**src/rtl/abkf_mulq.sv**
```systemverilog
// shared signed 33x32 multiplier, rounded scale-down by 2^30, registered output
module abkf_mulq (
    input  logic               aclk,
    input  logic signed [32:0] a,
    input  logic signed [31:0] b,
    output logic signed [34:0] y
);
    logic signed [64:0] prod_reg;
    logic        [64:0] mag;
    logic        [64:0] rnd;
    logic signed [34:0] y_next;
    logic signed [34:0] y_reg;

    // registered product
    always_ff @(posedge aclk) begin
        prod_reg <= a * b;
    end

    // round half away from zero on the magnitude
    always_comb begin
        mag = prod_reg[64] ? 65'(-prod_reg) : 65'(prod_reg);
        rnd = (mag + 65'(1 << 29)) >> 30;
        y_next = prod_reg[64] ? -35'(rnd[34:0]) : 35'(rnd[34:0]);
    end

    always_ff @(posedge aclk) begin
        y_reg <= y_next;
    end

    assign y = y_reg;
endmodule

```
**config.mk**
```make
export PLATFORM = sky130hd
export DESIGN_NAME = abkf_mulq
export DESIGN_NICKNAME = d
export VERILOG_FILES = /design/src/rtl/abkf_mulq.sv
export SDC_FILE = /design/constraint.sdc
export NUM_CORES = 2
export LEC_CHECK = 0
export BUFFER_PORTS_ARGS = -buffer_cell sky130_fd_sc_hd__buf_2
export CAP_MARGIN = 20
export CORE_MARGIN = 2
export CORE_UTILIZATION = 59
export DETAILED_ROUTE_END_ITERATION = 8
export PLACE_DENSITY = 0.78
export SYNTH_ARGS = -nofsm -noshare
export SYNTH_HDL_FRONTEND = slang
export SYNTH_SLANG_ARGS = --single-unit
export TNS_END_PERCENT = 10
```
**constraint.sdc**
```tcl
create_clock -name aclk -period 10.2 [get_ports aclk]
set_input_delay 1.02 -clock aclk [delete_from_list [all_inputs] [get_ports aclk]]
set_output_delay 1.02 -clock aclk [all_outputs]
set_load 0.01 [all_outputs]
```
==> flow_metrics.py <==
metrics = {
    "global_routing": {
        "grt_use_total_pct": 30.0,
        "grt_max_degree": 91,
        "grt_pass1_vias": 33697,
        "grt_pass1_wl_um": 177000,
        "antenna_found_initial": 6,
        "grt_overflow": 0,
    },
    "timing": {
        "worst_pin_slew_ps": 842,
        "period_share_pct": 91.7,
        "fmax_mhz": 107,
        "fin_skew_ps": 16.3,
        "hold_viol_final": 0,
        "max_slew_margin_pct": 43.9,
        "finalSetupTns_ps": 0,
        "rsz0062_at_grt": "false",
        "setup_viol": 0,
        "period_needed_ps": 9350,
        "drv_slew": 0,
    },
    "place": {
        "hpwl_um": 86900,
        "globalplace.congestion": 0.909,
        "place_area_um2": 43600,
        "io_buffers": 100,
    },
    "clocking": {
        "cts-root-buf": "clkbuf_16",
        "clock_path_buffers": 2,
        "cts_setup_buffers": 0,
        "cts_resized": 0,
        "cts_max_level": 3,
        "clk_latency_ps": 360,
        "ctsHoldBuffers": 0,
        "numClockSinks": 100,
        "cts_buffers": 9,
        "cts_tree": "yes",
        "clkTransAtPathRegs_ps": 70,
    },
    "synthesis": {
        "synthFlopType": "dfxtp_1",
        "synthCells": 4622,
        "yosys.area.top_type_share_pct": 52.2,
        "yosys_warnings": 0,
        "synthTopCellsByArea": "fa_1 52%, inv_1 9.0%, and2_1 7.7%",
        "synthArstFlopShare_pct": 0,
        "synth_edf_count": 0,
        "yosysSeqAreaShare_pct": 4.70,
        "synth_area_leader_cell": "fa_1",
        "netlist_area_um2": 42600,
        "syn_avg_cell_area_um2": 9.22,
        "ys_ff_latch": 100,
        "yosysMostFrequentCell": "fa_1",
        "synthTopCellsByCount": "1112 x fa_1, 1020 x inv_1, 596 x nand2_1, 527 x and2_1, 238 x clkbuf_1",
        "synth_cell_types": 83,
        "synth_fp_nets": 5988,
    },
    "layout": {
        "areaGrowthSynthToFinish_pct": 3.13,
        "multiInputGateArea_um2": 35800,
        "largest_reg_flops": 65,
        "nets": 5886,
        "finalInstanceArea_um2": 44000,
        "final-seq-area_um2": 2000,
        "fillCellCount": 5935,
        "drive_above_1_share_pct": 4.31,
    },
    "drt": {
        "viasPerCell": 5.64,
        "ant_nets": 0,
        "drtPass1Iterations": 6,
        "drt_iter0_markers": 2737,
        "drc": 0,
        "totalWireLength_um": 105000,
        "routedWlPerCell_um": 19.2,
        "vias": 30871,
    },
    "floorplan": {
        "rows": 98,
        "die_h_um": 273,
        "dieArea_um2": 74400,
        "die_x_um": 273,
        "num_io_pins": 101,
        "initial_core_util_pct": 59.6,
        "core-area_um2": 71500,
    },
    "critical_path": {
        "worstSetupPathType": "in -> reg",
        "critical_path.max_fanout": 33,
        "critical_path_arrival_ps": 9590,
        "end_kind": "flip-flop",
        "critPathLaunchType": "input port",
        "cp.required_ps": 10440,
    },
    "run_status": {
        "outcome": "complete, no violations",
    },
    "hold_path": {
        "hp-class": "reg -> reg",
    },
    "run": {
        "maxCapViolCount": 0,
    },
}
-- cell type report --
type	count	share of cell area [%]
antenna	2	0.0114
clock buffer	9	0.512
clock inverter	7	0.205
inverter	1020	8.71
multi-input combinational	3250	81.5
sequential	100	4.56
tap	950	2.70
timing repair buffer	139	1.80
-- placed cells by master (no fill, tap or decap), types with 18 or more instances in the layout --
cell and instances:
fa_1 1112, inv_1 1020, nand2_1 596, and2_1 527, ha_1 188, nor2_1 104
buf_2 100, dfxtp_1 99, xnor2_1 92, a21oi_1 63, o21ai_0 53, xor2_1 50
a21o_1 41, nand3_1 39, buf_4 39, nor3_1 34, nand2b_1 29, a31oi_1 20
or4_1 19, nor4_1 18
-- critical path, cell delays in order --
cell and delay, ps:
buf_2 590, nand2_1 180, fa_1 550, fa_1 520, fa_1 520, fa_1 520
inv_1 70, fa_1 550, fa_1 430, fa_1 510, fa_1 410, ha_1 410
nand3_1 230, or3_1 420, a2111oi_0 510, o31ai_1 150, a21boi_0 340, o21ai_0 350
o2111ai_1 390, nand2_1 160, o21ai_0 190, o31a_1 290, and4_1 220, nor3_1 50
-- logic make-up (layout without fill, tap and decap cells) --
| family | count (synthesis) | in the layout | share of synthesized area [%] |
|---|---|---|---|
| compound gates | 312 | 312 | 4.98 |
| xor+xnor | 146 | 146 | 3.13 |
| fa+ha+maj | 1300 | 1300 | 57.7 |
| buf+inv | 1272 | 1175 | 11.3 |
| flops | 100 | 100 | 4.70 |
| mux | 19 | 19 | 0.461 |
| other cells | 0 | 2 | 0 |
| simple gates | 1473 | 1473 | 17.7 |
-- metrics by stage --
stage	utilization, %	std cells	worst slack (ps)	hold slack (ps)
4_1_cts	61.5	5475	844	677
6_report	61.5	5477	846	671
3_3_place_gp	61.0	5459	691	636
3_5_place_dp	61.0	5459	464	667
5_1_grt	61.5	5477	124	724
2_1_floorplan	-	4622	1570	576
-- worst paths after layout --
| check | slack, ps | depth (start not counted) | startpoint | endpoint |
|---|---|---|---|---|
| max | 850 | 24 | b[8] | prod_reg[64] |
| min | 670 | 2 | prod_reg[63] | y[34] |
| max reg2reg | 3780 | 17 | prod_reg[22] | y[34] |
| min reg2reg | 670 | 2 | prod_reg[63] | y[34] |
-- per-layer routing --
layer,part of all wire [%],GRT usage (%),up-vias
met5,0.033,0,-
met2,45,46.6,1527
met1,42,43.4,15755
met4,2.3,7.40,6
li1,-,-,13424
met3,11,6.41,159
Power is not shown: default switching activity piles up to over one toggle a cycle in this logic, so the estimate is an artifact.
