**src/rtl/abkf_pkg.sv**
```systemverilog
// shared types, constants and helpers for the angle/bias kalman filter
package abkf_pkg;

    localparam int CFG_W = 31;
    localparam int IDX_W = 2;

    // configuration register indexes
    localparam logic [IDX_W-1:0] REG_ANGLE_Q = 2'd0;
    localparam logic [IDX_W-1:0] REG_BIAS_Q  = 2'd1;
    localparam logic [IDX_W-1:0] REG_MEAS_R  = 2'd2;
    localparam logic [IDX_W-1:0] REG_DT      = 2'd3;

    localparam logic [CFG_W-1:0] RST_ANGLE_Q = 31'd1073742;
    localparam logic [CFG_W-1:0] RST_BIAS_Q  = 31'd3221225;
    localparam logic [CFG_W-1:0] RST_MEAS_R  = 31'd1288490189;
    localparam logic [CFG_W-1:0] RST_DT      = 31'd10737418;

    localparam logic signed [31:0] QONE = 32'sd1073741824;

    // saturate a 34-bit signed value to 32 bits
    function automatic logic signed [31:0] sat34(input logic signed [33:0] x);
        logic signed [31:0] r;
        if (x > 34'sd2147483647) r = 32'sh7fffffff;
        else if (x < -34'sd2147483648) r = 32'sh80000000;
        else r = x[31:0];
        return r;
    endfunction

    // saturate a 64-bit signed value to 32 bits
    function automatic logic signed [31:0] sat64(input logic signed [63:0] x);
        logic signed [31:0] r;
        if (x > 64'sd2147483647) r = 32'sh7fffffff;
        else if (x < -64'sd2147483648) r = 32'sh80000000;
        else r = x[31:0];
        return r;
    endfunction

endpackage

```
**src/rtl/abkf_div.sv**
```systemverilog
// restoring divider: signed 32-bit numerator times 2^30 over positive 33-bit denominator
module abkf_div (
    input  logic               aclk,
    input  logic               aresetn,
    input  logic               start,
    input  logic signed [31:0] num,
    input  logic        [32:0] den,
    output logic               done,
    output logic signed [31:0] quo
);
    logic [5:0]  cnt_reg, cnt_next;
    logic        busy_reg, busy_next;
    logic        neg_reg, neg_next;
    logic [61:0] dividend_reg, dividend_next;
    logic [33:0] rem_reg, rem_next;
    logic [61:0] q_reg, q_next;
    logic [32:0] den_reg, den_next;
    logic [33:0] trial;
    logic [62:0] qmag;
    logic        done_reg, done_next;

    // one quotient bit per cycle, 62 bits
    always_comb begin
        cnt_next = cnt_reg;
        busy_next = busy_reg;
        neg_next = neg_reg;
        dividend_next = dividend_reg;
        rem_next = rem_reg;
        q_next = q_reg;
        den_next = den_reg;
        done_next = 1'b0;
        trial = {rem_reg[32:0], dividend_reg[61]} - {1'b0, den_reg};
        if (start) begin
            busy_next = 1'b1;
            cnt_next = 6'd0;
            neg_next = num[31];
            dividend_next = {(num[31] ? 32'(-num) : 32'(num)), 30'd0};
            rem_next = '0;
            q_next = '0;
            den_next = den;
        end else if (busy_reg) begin
            dividend_next = {dividend_reg[60:0], 1'b0};
            if (!trial[33]) begin
                rem_next = trial;
                q_next = {q_reg[60:0], 1'b1};
            end else begin
                rem_next = {rem_reg[32:0], dividend_reg[61]};
                q_next = {q_reg[60:0], 1'b0};
            end
            cnt_next = cnt_reg + 6'd1;
            if (cnt_reg == 6'd61) begin
                busy_next = 1'b0;
                done_next = 1'b1;
            end
        end
    end

    always_ff @(posedge aclk) begin
        if (!aresetn) begin
            busy_reg <= 1'b0;
            done_reg <= 1'b0;
            cnt_reg <= '0;
        end else begin
            busy_reg <= busy_next;
            done_reg <= done_next;
            cnt_reg <= cnt_next;
        end
        neg_reg <= neg_next;
        dividend_reg <= dividend_next;
        rem_reg <= rem_next;
        q_reg <= q_next;
        den_reg <= den_next;
    end

    // truncation toward zero then saturation
    assign qmag = {1'b0, q_reg};
    assign quo = abkf_pkg::sat64(neg_reg ? -64'(qmag) : 64'(qmag));
    assign done = done_reg;
endmodule

```
**config.mk**
```make
export PLATFORM = sky130hd
export DESIGN_NAME = abkf_div
export DESIGN_NICKNAME = d
export VERILOG_FILES = /design/src/rtl/abkf_pkg.sv /design/src/rtl/abkf_div.sv
export SDC_FILE = /design/constraint.sdc
export NUM_CORES = 1
export LEC_CHECK = 0
export ABC_AREA = 1
export ABC_CLOCK_PERIOD_IN_PS = 4800
export BUFFER_PORTS_ARGS = -buffer_cell sky130_fd_sc_hd__buf_2
export CAP_MARGIN = 15
export CORE_AREA = 4 4 158 160
export DETAILED_ROUTE_END_ITERATION = 16
export DIE_AREA = 0 0 162 164
export PLACE_DENSITY = 0.68
export SYNTH_ARGS = -nofsm -noshare
export SYNTH_HDL_FRONTEND = slang
export SYNTH_SLANG_ARGS = --single-unit
```
**constraint.sdc**
```tcl
create_clock -name aclk -period 4.8 [get_ports aclk]
set_input_delay 0.24 -clock aclk [delete_from_list [all_inputs] [get_ports aclk]]
set_output_delay 0.24 -clock aclk [all_outputs]
set_load 0.1 [all_outputs]
```
==> results.md <==
* Status: finished, final reports clean
* Placed Area at approximately 0.012 mm2
* Starting density of the core at 49.4%
* Mapped Cells at approximately 1,700
* CTS clk-pin slew, worst paths at roughly 0.070 ns
* Vias in the first global route at roughly 11,000
* Register area at approximately 0.004 mm2
* Final Cycle Share at 86.2%
* Port Buf Inserts at 100
* Synthesis-to-finish area growth at 13.5%
* CTS Root Cell: clkbuf_16
* Required @ worst endpoint at ~4.6 ns
* Post-Route WL at ~32,000 um
* Router iterations before antenna repair at 5
* Die width at 162 um
* Largest net degree at the start of global routing at between 70 and 80
* Yosys top cell area share at roughly 18%
* Worst r2r path cells at 15
* Setup Viol. Count Final at 0
* Critical path class: register to primary output
* TritonCTS buffer count at 17
* Synth Cell Area at 0.0116 mm2
* Synth unique cells at 45
* GRT Total Usage at a little under a quarter
* Fin area at 0.0131 mm2
* Fmax achieved at around 240 MHz
* Synth area leader: dfxtp_1
* Fin crit period at about 4.1 ns
* Grt total ovfl at 0
* Worst skew pair latency at 0.43 ns
* YS warnings at 0
* CP endpoint kind: primary output
* Core Region at ~0.023 mm2
* Post-DP HPWL at roughly 24,000 um
* IO Pins at about 100
* First-pass GRT wire length at approximately 52,000 um
* Fin cells at between 2,000 and 2,500
* Initial DRC Count at 781
* Leak at approximately 6.6 nW
* Sink Count at 169
* Worst Hold Class: input pin to register
* Setup bufs post-CTS at 0
* Final hold vios at 0
* Yosys reg bits at ~170
* CP Max Fanout at 31
* Max reg flops at a little over 60
* Setup slack at placement at between 1 and 1.5 ns
* R2r endpoint: rem_reg[25]$_SDFFE_PP0P_
* DR WL/cell at 14.9 um
* Die area at ~0.027 mm2
* RSZ-0062 raised after global routing: false
* Actual slew at the worst max-slew pin at between 0.7 and 0.8 ns
* Final setup margin at 0.661 ns
* GPL Wtd Cong at about 0.96
* CTS tree: built
* Fin util at between 50% and 60%
* Layout cells sized above 1 at between 10 and 15%
* WP data arrival at ~3.9 ns
* FF-to-FF setup slack at around 1.9 ns
* Vias per Instance at 5.28
* Area of the multi-input gates at 0.00652 mm2
* CTS H-tree lvls at 4
* VDD IR max at 0.000183 V
* Initial antenna violation count at 2
* Dpl cells at 2,078
* Final layout net count at 1,916
* Remaining antenna violation count at 0
* Total of max-cap violations at 0
* Height of the chip at about 160 um
* Mapped Avg Cell Area at a little under 7 um2
* Layout filler cell count at about 2,400
* # rows at 56
* Register area share after synthesis at a little over a third
* Power Dens Cells at 246 mW/mm2
* Clk buf depth at 2
* Mapped Nets at ~1,800
* Fin Setup TNS at 0 ns
* Remaining DRCs at 0
* Worst setup startpoint: q_reg[46]$_SDFFE_PP0P_
* Critical path startpoint category: register
* Vias at between 10,000 and 15,000
* Max transition margin at between 40% and 50%
* Slew Limit Fails at 0
* Crit path capture: quo[28]
* Reg-to-Reg Start: den_reg[20]$_DFFE_PP_
* Top cells by area, synth: dfxtp_1, edfxtp_1, nand2_1
* Fin Clk Skew at ~0.014 ns
repair_timing:
action / in CTS / in global routing
hold endpoints to repair: 31 / 0
resized for setup: 0 / 0
hold buffers: 31 / 0
cell families (layout without fill, tap and decap cells):
kind of cell / after synthesis / count (layout) / share of synthesized area, %
adders and majority gates: 38 / 38 / 4.17
DFF: 169 / 169 / 34.9
and+or+nand+nor: 914 / 914 / 33.6
buffers and inverters: 249 / 370 / 8.78
xor gates and xnor gates: 78 / 78 / 5.90
other: 0 / 1 / 0
AOI/OAI and AO/OA: 254 / 254 / 12.6
worst max-delay path: stages, from the launching register on:
cell and delay, ns:
dfxtp_1 0.35, inv_1 0.21, nand2_1 0.12, nor2_1 0.33, nand2_1 0.16, nor2_1 0.15
nand3_1 0.16, nand2_1 0.09, nand2_1 0.10, a21oi_1 0.13, nand2_1 0.07, nor2_1 0.21
nand2_2 0.10, o21bai_4 0.59, nand2_1 0.13, nand2_1 0.11, buf_2 0.43
worst min-delay path by stage:
stage / startpoint / to / slack [ns] / cells after the start
after floorplan: den[0] / den_reg[0]$_DFFE_PP_ / 0.34 / 0
after global placement: den[20] / den_reg[20]$_DFFE_PP_ / 0.42 / 1
after detailed placement: den[32] / den_reg[32]$_DFFE_PP_ / 0.42 / 1
after CTS: den[3] / den_reg[3]$_DFFE_PP_ / 0.008 / 1
after global routing: den[3] / den_reg[3]$_DFFE_PP_ / 0.006 / 1
final: den[3] / den_reg[3]$_DFFE_PP_ / 0.03 / 1
report_power, final:
part	internal, mW	switching (mW)
combinational	0.121	0.222
clock	0.675	0.634
sequential	1.56	0.0180
stage by stage:
step	hold WS, ns	total power, mW
2_1_floorplan	0.339	1.82
3_3_place_gp	0.416	1.92
3_5_place_dp	0.418	1.93
4_1_cts	0.00782	3.26
5_1_grt	0.00632	3.37
6_report	0.0252	3.23
synth_stat cells (all sizes together):
cell	n
nand2	523
nor2	227
inv	198
dfxtp	103
nand3	94
o21ai	94
edfxtp	66
o22ai	62
xor2	58
a21oi	56
ha	37
clkbuf	32
nand4	25
nor3	21
xnor2	20
buf	19
a31oi	11
o211ai	8
nand3b	7
o21bai	7
o21a	6
nor4	5
or2	5
a21o	3
a211oi	2
a21boi	2
and2	2
and3	2
nor3b	2
o31ai	2
fa	1
o2111ai	1
or3	1
placed cells by master, fill, tap and decap left out, drive strengths merged, types with 2 or more instances in the layout:
cell type      n
nand2        523
nor2         227
inv          204
buf          109
dfxtp        103
o21ai         94
nand3         94
edfxtp        66
o22ai         62
xor2          58
a21oi         56
ha            37
dlygate4sd3   31
nand4         25
nor3          21
xnor2         20
clkbuf        18
a31oi         11
o211ai         8
nand3b         7
o21bai         7
o21a           6
clkinv         6
nor4           5
or2            5
a21o           3
and3           2
and2           2
nor3b          2
a21boi         2
a211oi         2
o31ai          2
clkinvlp       2
layout make-up:
| type | instances | area share (%) |
|---|---|---|
| flip-flops and latches | 169 | 30.8 |
| clock inverters | 14 | 0.857 |
| well taps | 319 | 3.04 |
| diodes | 1 | 0.0190 |
| multi-input cells | 1284 | 49.6 |
| repair buffers | 140 | 6.78 |
| inverters | 198 | 5.67 |
| clock buffers | 18 | 3.27 |
per-layer routing:
layer	part of all wire, %	track usage [%]	vias up	wire [um]
li1	-	-	5767	-
met5	0.041	0	-	13
met4	1.3	5.46	2	429
met1	48	34.7	5143	15400
met3	6.7	3.81	36	2140
met2	43	37.6	367	13900
Power figures use the tool's default switching activity.
